<file path="src/hw/rtl/rimrs_ram.sv">
// Simple dual-port synchronous RAM: one write port, one registered read port.
// Generic; no package dependency.
`timescale 1ns / 1ps

module rimrs_ram #(
    parameter int WIDTH = 16,
    parameter int DEPTH = 64
) (
    input  logic                     clk,
    input  logic                     we,
    input  logic [$clog2(DEPTH)-1:0] waddr,
    input  logic [WIDTH-1:0]         wdata,
    input  logic                     re,
    input  logic [$clog2(DEPTH)-1:0] raddr,
    output logic [WIDTH-1:0]         rdata
);

    logic [WIDTH-1:0] mem [DEPTH];

    always_ff @(posedge clk)
    begin
        if (we)
        begin
            mem[waddr] <= wdata;
        end
    end

    // hold the last read word until the next read
    always_ff @(posedge clk)
    begin
        if (re)
        begin
            rdata <= mem[raddr];
        end
    end

endmodule

</file>
<file path="config.mk">
export PLATFORM = sky130hd
export DESIGN_NAME = rimrs_ram
export DESIGN_NICKNAME = d
export VERILOG_FILES = /design/src/hw/rtl/rimrs_ram.sv
export SDC_FILE = /design/constraint.sdc
export NUM_CORES = 1
export LEC_CHECK = 0
export BUFFER_PORTS_ARGS = -buffer_cell sky130_fd_sc_hd__buf_2
export CAP_MARGIN = 10
export CORE_MARGIN = 2
export CORE_UTILIZATION = 40
export DETAILED_ROUTE_END_ITERATION = 8
export GPL_ROUTABILITY_DRIVEN = 0
export PLACE_DENSITY_LB_ADDON = 0.05
export SYNTH_ARGS = -nofsm -noshare
export SYNTH_HDL_FRONTEND = slang
export SYNTH_SLANG_ARGS = --single-unit
</file>
<file path="constraint.sdc">
create_clock -name clk -period 3.4 [get_ports clk]
set_input_delay 0.17 -clock clk [delete_from_list [all_inputs] [get_ports clk]]
set_output_delay 0.17 -clock clk [all_outputs]
set_load 0.005 [all_outputs]
</file>
Word level (Yosys, flattened, before mapping) --
Memories as Yosys holds them, arrays and structs flattened. A register that Yosys moved wholly into a read port is not among the register bits. Cells that the tools add are included.
Operators by class: shift-type cells 0, divide/modulo/power cells 0, bitwise gates (word level) 0, magnitude comparators 0, add/subtract/negate cells 0, eq/ne operators 0, reductions and logical operators 0, multiplexer cells 2, multiply operators 0
Operators by type and width (count):
- 1-bit two-way mux | 2
Storage, ports and cells: input port bits 31, output and inout port bits 16, bits in latches 0, logic and storage cells 3, memories kept 1, RAM bits 1024, bits in read-only memories 0, bits in registers 0
Memory list:
- mem | words 64, bits a word 16, rd ports 1, clocked after Yosys merged registers in 1, write ports 1, RTL line 18 | logic [WIDTH-1:0] mem [DEPTH];

Longest topological paths before layout --
depth after elaboration 2, gate-level depth with buffers 10

Worst setup path before layout --
No wires, ideal clock.
path kind in2reg, from in waddr[3], to mem mem[48][0] (enable), cell stages on the path 4, setup time 409 ps, buffers on the path 1, slack 1195 ps, arrival 1796 ps, cell sequence clkbuf_1 nor2b_1 nand4b_1 nor3_1
RTL lines:
- start: declaration | RTL line 11 | input logic [$clog2(DEPTH)-1:0] waddr,
- end: declaration | RTL line 18
Straight into the memory's write port.

==> run summary <==
Layout cell share with drive strength beyond 1 - 29.04%
Multiplexer share of the synthesized area - 15.46%
Pwr/cell area - 590.7 nW/um^2
Die Y-Extent - 321.0 um
Largest family of logic cells by synthesized area - multiplexers
Worst slew pin tran - 1.227 ns
H-tree levels - 3
Routed via count - 19410
Max-slew violations - 0
FP Rows - 116
IO buf count - 46
Area after DPL - 42820 sq um
Relative slew slack - 18.18%
Primary FF master, synth - edfxtp_1
Final worst path period share - 72.41%
Antenna violations before repair - 11
Starting Density - 40.26%
Final instance area - 46350 sq um
Core area - 99860 sq um
Routed wire length - 107800 um
Max VDD drop - 0.3621 mV
TritonCTS Buffers - 113
Largest net degree at the start of global routing - 70
XOR/XNOR share of the synthesized area - 0%
Distinct cell type count after synthesis - 42
Clock Skew - 0.02536 ns
Min-delay worst type - in -> reg
Number of flops mapped to enable cells by yosys - 1040
Synth Area in Compound Gates - 2.400%
FMAX - 0.4062 GHz
Slowest Stage Delay on Critical Path - 0.54 ns
Worst Setup End Kind - flip-flop
Drt first-iter violations - 2025
Syn. warnings - 0
Max clock buf depth - 3
Mean area per synthesized cell - 21.98 sq um
Area grow syn2layout - 15.28%
Post-Syn Nets - 1860
Cells after synthesis - 1829
Vias in the first global route - 19820
Routed wire per std cell - 31.28 um
Number of synthesized register bits - 1040
Critical Path RT - 3.81 ns
CTS root buf - clkbuf_16
Grt total ovfl - 0
Status - finished, final reports clean
Clk pin slew, worst setup/hold paths - 0.06 ns
Clk sinks - 1040
Fraction of the mapped netlist area in adder cells - 0%
Simple-gate share of the synthesized area - 2.636%
Sequential area share after synthesis - 77.68%
CTS tree - built
# DRC - 0
Startpoint Class - flip-flop
RSZ-0062 raised after global routing - false
Die Width - 321.0 um
Crit path kind - reg -> reg
Layout filler cell count - 8378
Clk Latency, worst-skew pair - 0.69 ns
First-pass GRT wire length - 152000 um
Async set-reset flop share out of synthesis - 0%
Tot Pwr - 27.38 mW
MaxCap Viol Count - 0
Pre-antenna DRT Iters - 5
Setup repair bufs after CTS - 0
Die Area - 103100 sq um
CP Cell Sequence - mux4_2, mux2i_1, a22oi_1, a31oi_1, a311oi_1
Ports - 47
Setup-failing EPs final - 0
Top cells by area, synth - edfxtp_1 78%, mux4_2 12%, mux2i_1 2.1%, mux2_2 0.76%, a22oi_1 0.73%
DRT antenna net count - 0
Final Net Count - 2086
Hold violation count in the final report - 0
DP HPWL - 66380 um
WP data arrival - 2.87 ns
Post-synth top area share - 77.68%
Worst Path Max Fanout - 1
Slowest CP cell - mux2i_1
Post-Syn Area - 40200 sq um
Fin crit period - 2.462 ns
Yosys top cell by area - edfxtp_1
Setup TNS - 0 ns
Vias per cell - 5.629
Leak - 14.78 nW
GRT Overall Usage - 21.19%
-- layer usage --
layer  vias to the layer above  part of all wire (%)  GRT usage (%)
met5                         -                 0.013              0
met4                         2                   3.1          6.449
met3                       168                   5.1          3.350
met2                       529                    47          33.53
met1                     10550                    44          30.40
li1                       8166                     -              -
-- worst paths after layout --
path               start    endpoint  slack, ns  cells past startpoint
min reg2reg  mem[26][12]   rdata[12]       0.96                      4
min             waddr[2]  mem[54][9]       0.08                      3
max           mem[23][1]    rdata[1]       0.94                      5
max reg2reg   mem[23][1]    rdata[1]       0.94                      5
-- sequential cells by signal, summed over array words and instances (netlist names) --
register	count
mem	1024
rdata	16
-- cell usage in the layout, fill, tap and decap left out, types with 3 or more instances in the layout --
cell type / n
a31oi_1: 8
mux2i_1: 85
buf_2: 43
clkinvlp_4: 4
mux2_2: 27
inv_6: 3
nor2_1: 68
nand2_1: 59
clkinv_2: 18
clkinv_1: 28
a311oi_1: 8
and4_1: 5
a221oi_1: 16
bufinv_16: 9
nand3_1: 24
clkbuf_1: 28
a211o_1: 8
o21ai_1: 3
nor2_2: 6
a21oi_1: 17
nand2b_1: 3
a41oi_1: 5
a22oi_1: 39
mux4_1: 4
a211oi_1: 8
nor4_2: 3
a221o_1: 6
mux4_2: 220
buf_4: 153
nand4_1: 12
buf_12: 15
diode_2: 5
o21ai_0: 5
nor2b_1: 30
edfxtp_1: 1040
clkbuf_16: 115
a22o_1: 6
-- power by group --
group / switching [mW] / total (mW) / internal (mW)
Sequential: 0.0405 / 14.3 / 14.2
Combinational: 0.896 / 1.41 / 0.518
Clock: 4.87 / 11.7 / 6.83
Total: 5.80 / 27.4 / 21.6
-- cell families (layout without fill, tap and decap cells) --
family	count (synthesis)	in the layout
AO/OA/AOI/OAI	129	129
buffers and inverters	104	420
flip-flops	1040	1040
multiplexers	336	336
other	0	5
AND/OR/NAND/NOR	220	220
-- cell type report --
cell class | count | area, sq um | area share (%)
antenna | 5 | 12.51 | 0.02700
clock buffer | 143 | 2983 | 6.436
clock inverter | 62 | 521.8 | 1.126
multi-input combinational | 685 | 8259 | 17.82
sequential | 1040 | 31230 | 67.38
tap | 1298 | 1624 | 3.504
timing repair buffer | 215 | 1715 | 3.701
-- cells in the mapped netlist (all sizes together) (2+ instances only) --
master and instances:
and4 5, a21oi 17, nand2 60, a22oi 39, clkbuf 27, mux2i 85
a211o 8, and2 2, nand4 12, nor4 3, edfxtp 1040, a41oi 5
a31oi 8, nor2b 30, a221oi 16, nand2b 3, buf 77, mux4 224
mux2 27, a311oi 8, nand3 24, o21ai 8, a22o 6, a221o 6
nand3b 2, a211oi 8, nor2 74, nor3 2
-- stage by stage --
step                      setup slack [ns]  hold WS, ns  cells  utilization (%)
after global placement              0.3779       0.5978   3237            42.88
after CTS                            1.022      0.04423   3443            46.40
after global routing                0.9667      0.07621   3443            46.40
final                               0.9382      0.07940   3448            46.41
after detailed placement            0.3651       0.6162   3237            42.88
after floorplan                      1.195       0.2689   1829                -
-- worst max-delay path, delay by kind of cell, from the launching register on --
kind,cells,cell delay [ns]
compound gates,3,0.82
mux,2,1.01
flops,1,0.36
-- what timing repair did --
item / 4_1_cts / 5_1_grt
hold endpoints to repair: 16 / 0
hold buffers: 1 / 0
gates resized for setup: 0 / 0
(Power assumes the default switching activity.)
