**src/hw/rtl/rimrs_pkg.sv**
```systemverilog
// Shared constants and types for the range increment / range sum core.
// No dependencies; rimrs_div and the top level import it.
`timescale 1ns / 1ps

package rimrs_pkg;

    localparam int MAX_ELEMENTS = 4096;
    localparam int BLOCK_SIZE   = 64;
    localparam int NUM_BLOCKS   = MAX_ELEMENTS / BLOCK_SIZE;

    localparam int IDX_W  = 12;   // element index
    localparam int OFS_W  = 6;    // index within a block
    localparam int BLK_W  = 6;    // block number
    localparam int VAL_W  = 16;   // stored element value
    localparam int BSUM_W = 22;   // per-block sum
    localparam int SUM_W  = 28;   // query result
    localparam int LOAD_W = 32;   // raw load value
    localparam int CNT_W  = 13;   // element count register
    localparam int KIND_W = 2;
    localparam int STEP_W = 5;    // divider step counter, one step per dividend bit

    localparam logic [KIND_W-1:0] KIND_LOAD  = 2'd0;
    localparam logic [KIND_W-1:0] KIND_INC   = 2'd1;
    localparam logic [KIND_W-1:0] KIND_QUERY = 2'd2;

    localparam logic CFG_MODULUS = 1'b0;
    localparam logic CFG_COUNT   = 1'b1;

endpackage

```
**src/hw/rtl/rimrs_div.sv**
```systemverilog
// Bit-serial restoring remainder unit: 32-bit dividend, 16-bit divisor.
// Depends on rimrs_pkg.
`timescale 1ns / 1ps

module rimrs_div (
    input  logic                        clk,
    input  logic                        rst_n,
    input  logic                        start,
    input  logic [rimrs_pkg::LOAD_W-1:0] dividend,
    input  logic [rimrs_pkg::VAL_W-1:0]  divisor,
    output logic                        done,
    output logic [rimrs_pkg::VAL_W-1:0]  remainder
);
    import rimrs_pkg::*;

    logic              busy_reg;
    logic              done_reg;
    logic [STEP_W-1:0] step_reg;
    logic [LOAD_W-1:0] dvd_reg;
    logic [VAL_W-1:0]  dsr_reg;
    logic [VAL_W-1:0]  rem_reg;
    logic [VAL_W:0]    trial;
    logic [VAL_W-1:0]  rem_step;

    // shift in one dividend bit, subtract when the divisor fits
    always_comb
    begin
        trial = {rem_reg, dvd_reg[LOAD_W-1]};
        if (trial >= {1'b0, dsr_reg})
        begin
            rem_step = VAL_W'(trial - {1'b0, dsr_reg});
        end
        else
        begin
            rem_step = trial[VAL_W-1:0];
        end
    end

    always_ff @(posedge clk or negedge rst_n)
    begin
        if (!rst_n)
        begin
            busy_reg <= 1'b0;
            done_reg <= 1'b0;
            step_reg <= '0;
        end
        else
        begin
            done_reg <= 1'b0;
            if (start)
            begin
                busy_reg <= 1'b1;
                step_reg <= '0;
            end
            else if (busy_reg)
            begin
                step_reg <= step_reg + STEP_W'(1);
                if (step_reg == '1)
                begin
                    busy_reg <= 1'b0;
                    done_reg <= 1'b1;
                end
            end
        end
    end

    always_ff @(posedge clk)
    begin
        if (start)
        begin
            dvd_reg <= dividend;
            dsr_reg <= divisor;
            rem_reg <= '0;
        end
        else if (busy_reg)
        begin
            dvd_reg <= {dvd_reg[LOAD_W-2:0], 1'b0};
            rem_reg <= rem_step;
        end
    end

    assign done      = done_reg;
    assign remainder = rem_reg;

endmodule

```
**config.mk**
```make
export PLATFORM = sky130hd
export DESIGN_NAME = rimrs_div
export DESIGN_NICKNAME = d
export VERILOG_FILES = /design/src/hw/rtl/rimrs_pkg.sv /design/src/hw/rtl/rimrs_div.sv
export SDC_FILE = /design/constraint.sdc
export NUM_CORES = 1
export LEC_CHECK = 0
export BUFFER_PORTS_ARGS = -buffer_cell sky130_fd_sc_hd__buf_2
export CORE_MARGIN = 3
export CORE_UTILIZATION = 36
export DETAILED_ROUTE_END_ITERATION = 8
export GPL_TIMING_DRIVEN = 0
export HOLD_SLACK_MARGIN = 0.06
export PLACE_DENSITY_LB_ADDON = 0.12
export SYNTH_ARGS = -nofsm -noshare
export SYNTH_HDL_FRONTEND = slang
export SYNTH_SLANG_ARGS = --single-unit
```
**constraint.sdc**
```tcl
create_clock -name clk -period 3.2 [get_ports clk]
set_clock_uncertainty 0.1 [all_clocks]
set_input_delay 0.48 -clock clk [delete_from_list [all_inputs] [get_ports clk]]
set_output_delay 0.48 -clock clk [all_outputs]
set_load 0.01 [all_outputs]
```
Word-level counts from Yosys, hierarchy flattened --
Cells that the tools add are included. Widths: inputs -> output; s select.
Operators by class: muxes and demuxes 11, $lt $le $gt $ge 1, reductions and logical operators 1, $add $sub $neg 2, equal/unequal tests 1
Operator list (number):
- $mux 32 | 2
- $ge 17x16->1 | 1
- $mux 16 | 1
- $sub 16x16->16 | 1
- $mux 5 | 2
- $mux 1 | 6
- $add 5x1->5 const B | 1
- $eq 5x5->1 const B | 1
- $reduce_bool 2->1 | 1
Word-level totals: input bits 51, word-level logic and storage cells 22, flip-flop bits (word level) 71, output and inout port bits 17

Logic depth before layout (Yosys ltp) --
Gate-level depths: netlist of the first run.
depth in word-level cells 4, mapped depth 10, mapped depth without buffers 10

Worst setup path before layout of the first run --
OpenSTA, ideal clock, no wires.
path type register to register, from reg dvd_reg[31], to reg rem_reg[14] (netlist: remainder[14]), period minus slack after synthesis 2.471 ns, data required time 2.984 ns, cell stages (with the launch flop) 11, setup time 0.116 ns, setup slack 0.729 ns, buffers on the path 0, arrival 2.255 ns, cell sequence edfxtp_1 > inv_1 > ha_1 > inv_1 > fa_1 > a21o_1 > a221oi_2 > o21ai_1 > a221oi_2 > xnor2_1 > a31o_2
Between the ends: cells in the longest elaborated chain, start to end 2, elaborated cells between the ends (all ways) 3, those cells by class 1 x add/sub; 1 x order compare; 1 x mux
Ends and longest elaborated chain:
- start, declared | line rimrs_div.sv:19 | logic [LOAD_W-1:0] dvd_reg;
- start signal, assigned | line rimrs_div.sv:71 | dvd_reg <= dividend;
- start signal, assigned | line rimrs_div.sv:77 | dvd_reg <= {dvd_reg[LOAD_W-2:0], 1'b0};
- $sub 16x16->16 or $ge 17x16->1 (tied branches) | line rimrs_div.sv:31, rimrs_div.sv:29
- $mux 16 (*) | line rimrs_div.sv:29 | if (trial >= {1'b0, dsr_reg})
- end signal, assigned | line rimrs_div.sv:78 | rem_reg <= rem_step;
- end, declared | line rimrs_div.sv:21 | logic [VAL_W-1:0] rem_reg;
Mark *: on every way between the ends. The rest lies on a longest branch, timed or not. A chain may end at the register's enable or synchronous reset.

Worst setup path in the final report of the first run --
Same ends and word-level chain as after synthesis.

==> impl_metrics.csv, run 1 <==
group,metric,value,unit
power,power.switching,1.12,mW
critical_path,worstSetupPathType,"flip-flop to flip-flop",
yosys,synth_top_family_by_area,"compound AO/OA/AOI/OAI gates",
power,swShare,0.361,
global_route,grt_pass1_wl,13900,um
power,powerDensity,696,mW/mm^2
clocking,numCtsBuffers,9,
timing,rsz0062_at_grt,"false",
timing,relSlewSlack,0.174,
placed_design,placed_area,0.00425,mm^2
timing,setup_viol,0,
power,vdd_drop_max,0.261,mV
critical_path,rrSetupSlack,0.30,ns
yosys,ys_ff_latch,71,
power,p_clk_frac,0.248,
critical_path,max_stage_delay,0.45,ns
power,p_int,1.99,mW
yosys,synthXorXnorAreaFrac,0.0327,
power,combPwrFrac,0.358,
yosys,synth_seq_area_share,0.517,
floorplan,start_util,0.376,
placed_design,post-dp-hpwl,6220,um
global_route,grt_usage,0.155,
critical_path,cp-end-kind,"flip-flop",
power,cellLeakagePower,1.95,nW
floorplan,core.rowCount,36,
timing,fmax,344,MHz
critical_path,crit_buf_inv,2,
clocking,cts_max_level,3,
cells_and_area,diodes,0,
routing,drt-pass1-iter-count,4,
placed_design,globalplace.congestion,0.866,
floorplan,core,0.00995,mm^2
global_route,top_usage_layer,"met2",
global_route,globalRouteMet1Util,0.224,
cells_and_area,fill_cells,977,
global_route,antenna_found_initial,0,
yosys,synthesis.area,0.00375,mm^2
routing,wl_per_cell,16.1,um
timing,fin_tns_setup,0,ns
yosys,synthSimpleGateAreaFrac,0.0845,
critical_path,worstPathArrival,3.06,ns
yosys,synthAdderAreaFrac,0.0655,
timing,period_share,0.907,
yosys,syn_inst,320,
cells_and_area,drive_above_1_share,0.324,
cells_and_area,stdcell_area,0.00447,mm^2
global_route,grt_start_max_net_pins,33,
critical_path,crit_slowest_cell,"a221oi_2",
routing,route.antenna.remaining_nets,0,
floorplan,die_height,108,um
critical_path,crit_fanout,4,
placed_design,place_inst,520,
hold_path,hold_path.class,"input port to flip-flop",
routing,drc,0,
job,maxCapViolCount,0,
clocking,clk_pin_slew,0.09,ns
yosys,syn-num-nets,390,
timing,hold_viol_final,0,
yosys,yosys_warnings,0,
timing,slew_violations,0,
clocking,cts_buffer_depth,2,
placed_design,port_buffers,67,
power,p_seq_frac,0.394,
yosys,synth_mux_area_frac,0.101,
global_route,grt_use_met3,0.0334,
global_route,grtUsageMet2,0.229,
critical_path,critPathRequiredTime,3.35,ns
yosys,synth_flop_cell,"edfxtp_1",
yosys,synth_edf_count,48,
yosys,avgSynthCellArea,11.7,um^2
timing,hold-worst-slack,0.195,ns
clocking,cts_tree,"built",
yosys,async_flop_share,0.0986,
run_status,status,"completed",
global_route,grt_pass1_vias,2688,
cells_and_area,finalNetCount,469,
yosys,synth_cell_types,56,
routing,vias_per_cell,5.11,
cells_and_area,largest_reg_flops,32,
yosys,synth_compound_area_frac,0.160,
critical_path,crit_family,"compound AO/OA/AOI/OAI gates",
clocking,clkLatencyLatePin,0.35,ns
timing,fin_crit,2.90,ns
routing,vias,2744,
cells_and_area,utilization,0.449,
routing,wl,8620,um
critical_path,crit_chain,"inv_1 -> ha_1 -> inv_1 -> fa_1 -> a21o_1 -> a221oi_2 -> o21ai_1 -> a221oi_2 -> xnor2_1 -> a31o_2",
cells_and_area,area_growth,19.3,%
global_route,grt.overflow.total,0,
timing,worst_slew_pin_slew,1.24,ns
floorplan,ioPinCount,68,
cells_and_area,final_cell_count_no_fill,537,
clocking,clkSinkCount,71,
floorplan,die_w,108,um
floorplan,die_area,0.0117,mm^2
routing,drt_first_iter_violations,145,
critical_path,crit_path_start_kind,"flip-flop",
clocking,ctsRootBufferMaster,"clkbuf_8",
[final timing paths]
path | from | cells after the start | end
setup / recovery | dvd_reg[31] | 10 | remainder[14]
hold / removal | divisor[2] | 1 | dsr_reg[2]
setup reg to reg | dvd_reg[31] | 10 | remainder[14]
hold reg to reg | remainder[3] | 2 | remainder[3]
max in group asynchronous | rst_n | 2 | step_reg[1]
min in group asynchronous | rst_n | 2 | step_reg[4]
[area by class of cell]
| class | instances | area, um^2 | area share |
|---|---|---|---|
| well taps | 133 | 166 | 0.0372 |
| inverters | 24 | 90.1 | 0.0202 |
| plain buffers | 12 | 57.6 | 0.0129 |
| clock inverters | 7 | 86.3 | 0.0193 |
| multi-input cells | 213 | 1660 | 0.372 |
| clock buffers | 9 | 124 | 0.0277 |
| repair buffers | 68 | 345 | 0.0773 |
| flip-flops and latches | 71 | 1940 | 0.433 |
[cell families after synthesis]
logic type	count (synthesis)
compound gates	81
mux	34
buf+inv	36
simple gates	65
fa+ha+maj	19
flops	71
xor+xnor	14
[per-stage QoR]
| step | power, mW | setup slack (ns) |
|---|---|---|
| after floorplan | 2.03 | 0.729 |
| after global placement | 2.35 | 0.0492 |
| after detailed placement | 2.36 | 0.0413 |
| after CTS | 3.14 | 0.305 |
| after global routing | 3.32 | 0.149 |
| final | 3.11 | 0.296 |
[layout by cell type (no fill, tap or decap), types with 4 or more instances in the layout]
master and n:
buf_2 68, edfxtp_1 48, mux2_2 31, inv_1 22
nand2_1 22, nor2_1 19, ha_1 18, dfxtp_1 16
a21oi_1 14, o21ai_0 12, xnor2_1 11, o211ai_1 9
clkbuf_8 9, a21o_1 7, dfrtp_1 7, clkbuf_1 5
a31o_2 5, buf_1 4, o31ai_1 4, nand3_1 4
[cell usage after synthesis, drive strengths merged, types with 5 or more instances]
cell type / instances / area (um^2)
a21o: 8 / 61.3
a21oi: 14 / 70.1
a31o: 6 / 52.6
buf: 7 / 38.8
clkbuf: 5 / 18.8
dfrtp: 7 / 175
dfxtp: 16 / 320
edfxtp: 48 / 1440
ha: 18 / 225
inv: 22 / 82.6
mux2: 31 / 349
nand2: 22 / 82.6
nor2: 19 / 71.3
o211ai: 9 / 67.6
o21ai: 13 / 65.1
xnor2: 11 / 96.3
[power groups by stage]
| stage | clock, mW | sequential [mW] | combinational [mW] |
|---|---|---|---|
| 4_1_cts | 0.795 | 1.23 | 1.12 |
| 3_5_place_dp | 0 | 1.25 | 1.11 |
| 6_report | 0.771 | 1.22 | 1.11 |
| 3_3_place_gp | 0 | 1.25 | 1.10 |
| 2_1_floorplan | 0 | 1.25 | 0.777 |
| 5_1_grt | 0.831 | 1.25 | 1.24 |
[layer usage]
metal,up-vias,routed length [um]
li1,1356,-
met5,-,0
met2,75,3690
met4,0,147
met1,1300,4320
met3,13,459
[what timing repair did]
item                                   CTS  global route
hold buffers                             1             0
endpoints found under the hold margin    7             0
setup buffers                            0             0
resized for setup                        0             0
(Power assumes the default switching activity.)
==> inputs of run 2 (changes only) <==
--- a/config.mk
+++ b/config.mk
@@ -7,7 +7,8 @@
 export LEC_CHECK = 0
 export BUFFER_PORTS_ARGS = -buffer_cell sky130_fd_sc_hd__buf_2
 export CORE_MARGIN = 3
-export CORE_UTILIZATION = 36
+export CORE_UTILIZATION = 38
+export CTS_BUF_LIST = sky130_fd_sc_hd__clkbuf_8
 export DETAILED_ROUTE_END_ITERATION = 8
 export GPL_TIMING_DRIVEN = 0
 export HOLD_SLACK_MARGIN = 0.06
==> run 2 against run 1 <==
Maximum frequency down 1.3%. Worst hold slack gained 0.0044 ns. Utilization rose by 2.4 points. Critical path depth unchanged. Register-to-register slack got worse by 0.04 ns. First-iteration DRC count up 30%. Wire length rose by 1.2%. Combinational power about the same. Largest cell class unchanged.
==> impl_metrics.csv, run 2 (same netlist as run 1, synthesis figures left out) <==
group,metric,value,unit
run_status,status,"completed",
cells_and_area,stdcell_area,0.00445,mm^2
timing,hold-worst-slack,0.199,ns
critical_path,crit_path_start_kind,"flip-flop",
cells_and_area,final_cell_count_no_fill,533,
power,p_seq_frac,0.400,
floorplan,die_height,105,um
timing,fin_tns_setup,0,ns
routing,drc,0,
global_route,grt_pass1_wl,14400,um
clocking,post_cts_buffers,0,
routing,drt_first_iter_violations,188,
clocking,cts_max_level,3,
power,combPwrFrac,0.365,
clocking,ctsRootBufferMaster,"clkbuf_8",
placed_design,globalplace.congestion,0.847,
placed_design,pre_cts_ws,0.0354,ns
critical_path,cp-end-kind,"flip-flop",
cells_and_area,utilization,0.473,
power,power.total,3.07,mW
routing,vias,2754,
floorplan,core.rowCount,35,
timing,fin_crit,2.94,ns
power,vdd_drop_max,0.309,mV
critical_path,worstPathArrival,3.09,ns
clocking,clkSinkCount,71,
routing,wl_per_cell,16.4,um
routing,vias_per_cell,5.17,
critical_path,ff2ff_path_depth,10,
clocking,clk_pin_slew,0.08,ns
timing,fmax,340,MHz
placed_design,place_inst,516,
timing,relSlewSlack,0.196,
floorplan,ioPinCount,68,
critical_path,rr_endpoint,"remainder[14]",
job,maxCapViolCount,0,
hold_path,hold_end,"dsr_reg[13]",
placed_design,placed_area,0.00424,mm^2
critical_path,r2r_start,"dvd_reg[31]",
power,p_clk_frac,0.235,
critical_path,rrSetupSlack,0.26,ns
clocking,clkLatencyLatePin,0.35,ns
routing,drt-pass1-iter-count,4,
timing,slew_violations,0,
global_route,grt.overflow.total,0,
timing,hold_viol_final,0,
cells_and_area,area_growth,18.8,%
critical_path,crit_fanout,4,
floorplan,core,0.00942,mm^2
clocking,cts_buffer_depth,2,
placed_design,post-dp-hpwl,6300,um
global_route,grt_start_max_net_pins,33,
hold_path,worstHoldStart,"divisor[13]",
power,power.switching,1.09,mW
critical_path,crit_chain,"inv_1 -> ha_1 -> inv_1 -> fa_1 -> a21o_1 -> a221oi_2 -> o21ai_1 -> a221oi_2 -> xnor2_1 -> a31o_2",
clocking,cts_tree,"built",
power,swShare,0.356,
cells_and_area,finalNetCount,469,
timing,worst_slew_pin_slew,1.20,ns
cells_and_area,final_cell_mix,"68 x buf_2, 48 x edfxtp_1, 31 x mux2_2, 23 x inv_1, 22 x nand2_1",
power,powerDensity,690,mW/mm^2
critical_path,crit_slowest_cell,"edfxtp_1",
timing,setup_viol,0,
routing,route.antenna.remaining_nets,0,
cells_and_area,mostFrequentLayoutCell,"buf_2",
hold_path,hold_path.class,"input port to flip-flop",
timing,rsz0062_at_grt,"false",
critical_path,worstSetupPathType,"flip-flop to flip-flop",
global_route,antenna_found_initial,0,
timing,period_share,0.919,
global_route,grt_pass1_vias,2779,
placed_design,port_buffers,67,
routing,wl,8730,um
cells_and_area,diodes,0,
timing,worst_slack,0.259,ns
floorplan,start_util,0.398,
critical_path,critPathRequiredTime,3.35,ns
floorplan,die_area,0.0111,mm^2
cells_and_area,largest_reg_flops,32,
critical_path,max_stage_delay,0.45,ns
hold_path,holdPathStages,1,
global_route,grt_usage,0.167,
power,cellLeakagePower,1.95,nW
cells_and_area,drive_above_1_share,0.322,
clocking,numCtsBuffers,9,
power,p_int,1.98,mW
cells_and_area,fill_cells,906,
floorplan,die_w,105,um
## run 2: what timing repair did
action	CTS	global route
gates resized for setup	0	0
setup endpoints to repair	0	0
hold buffers	1	0
hold endpoints to repair	7	0
## run 2: worst max path at each step
stage | slack [ns] | cells after the start | to | from
3_3_place_gp | 0.05 | 4 | dvd_reg[17] | start
2_1_floorplan | 0.73 | 10 | remainder[14] | dvd_reg[31]
3_5_place_dp | 0.04 | 4 | dvd_reg[22] | start
6_report | 0.26 | 10 | remainder[14] | dvd_reg[31]
5_1_grt | 0.16 | 10 | remainder[14] | dvd_reg[31]
4_1_cts | 0.32 | 10 | remainder[14] | dvd_reg[31]
## run 2: per-layer routing
metal  track usage  share of wire  vias up
met1         0.239           0.48     1315
met3        0.0539          0.062        9
li1              -              -     1357
met5             0              0        -
met4        0.0422          0.013        0
met2         0.245           0.44       73
## run 2: critical path, delay by kind of cell, from the launching register on
kind | cells | cell delay (ns)
DFF | 1 | 0.45
AOI/OAI and AO/OA | 5 | 1.50
adders and majority gates | 2 | 0.56
buffers and inverters | 2 | 0.14
xor gates and xnor gates | 1 | 0.10
## run 2: final cells by class
type	instances	area, um^2	share of cell area
Sequential cell	71	1940	0.435
Multi-Input combinational cell	213	1660	0.373
Timing Repair Buffer	68	345	0.0776
Tap cell	129	161	0.0363
Clock buffer	9	124	0.0278
Inverter	24	90.1	0.0202
Clock inverter	7	72.6	0.0163
Buffer	12	57.6	0.0129
## run 2: power by group through the flow
stage	Combinational [mW]	Sequential [mW]	Clock (mW)
after floorplan	0.777	1.25	0
after global placement	1.10	1.25	0
after detailed placement	1.10	1.25	0
after CTS	1.11	1.23	0.748
after global routing	1.25	1.25	0.787
final	1.12	1.23	0.722
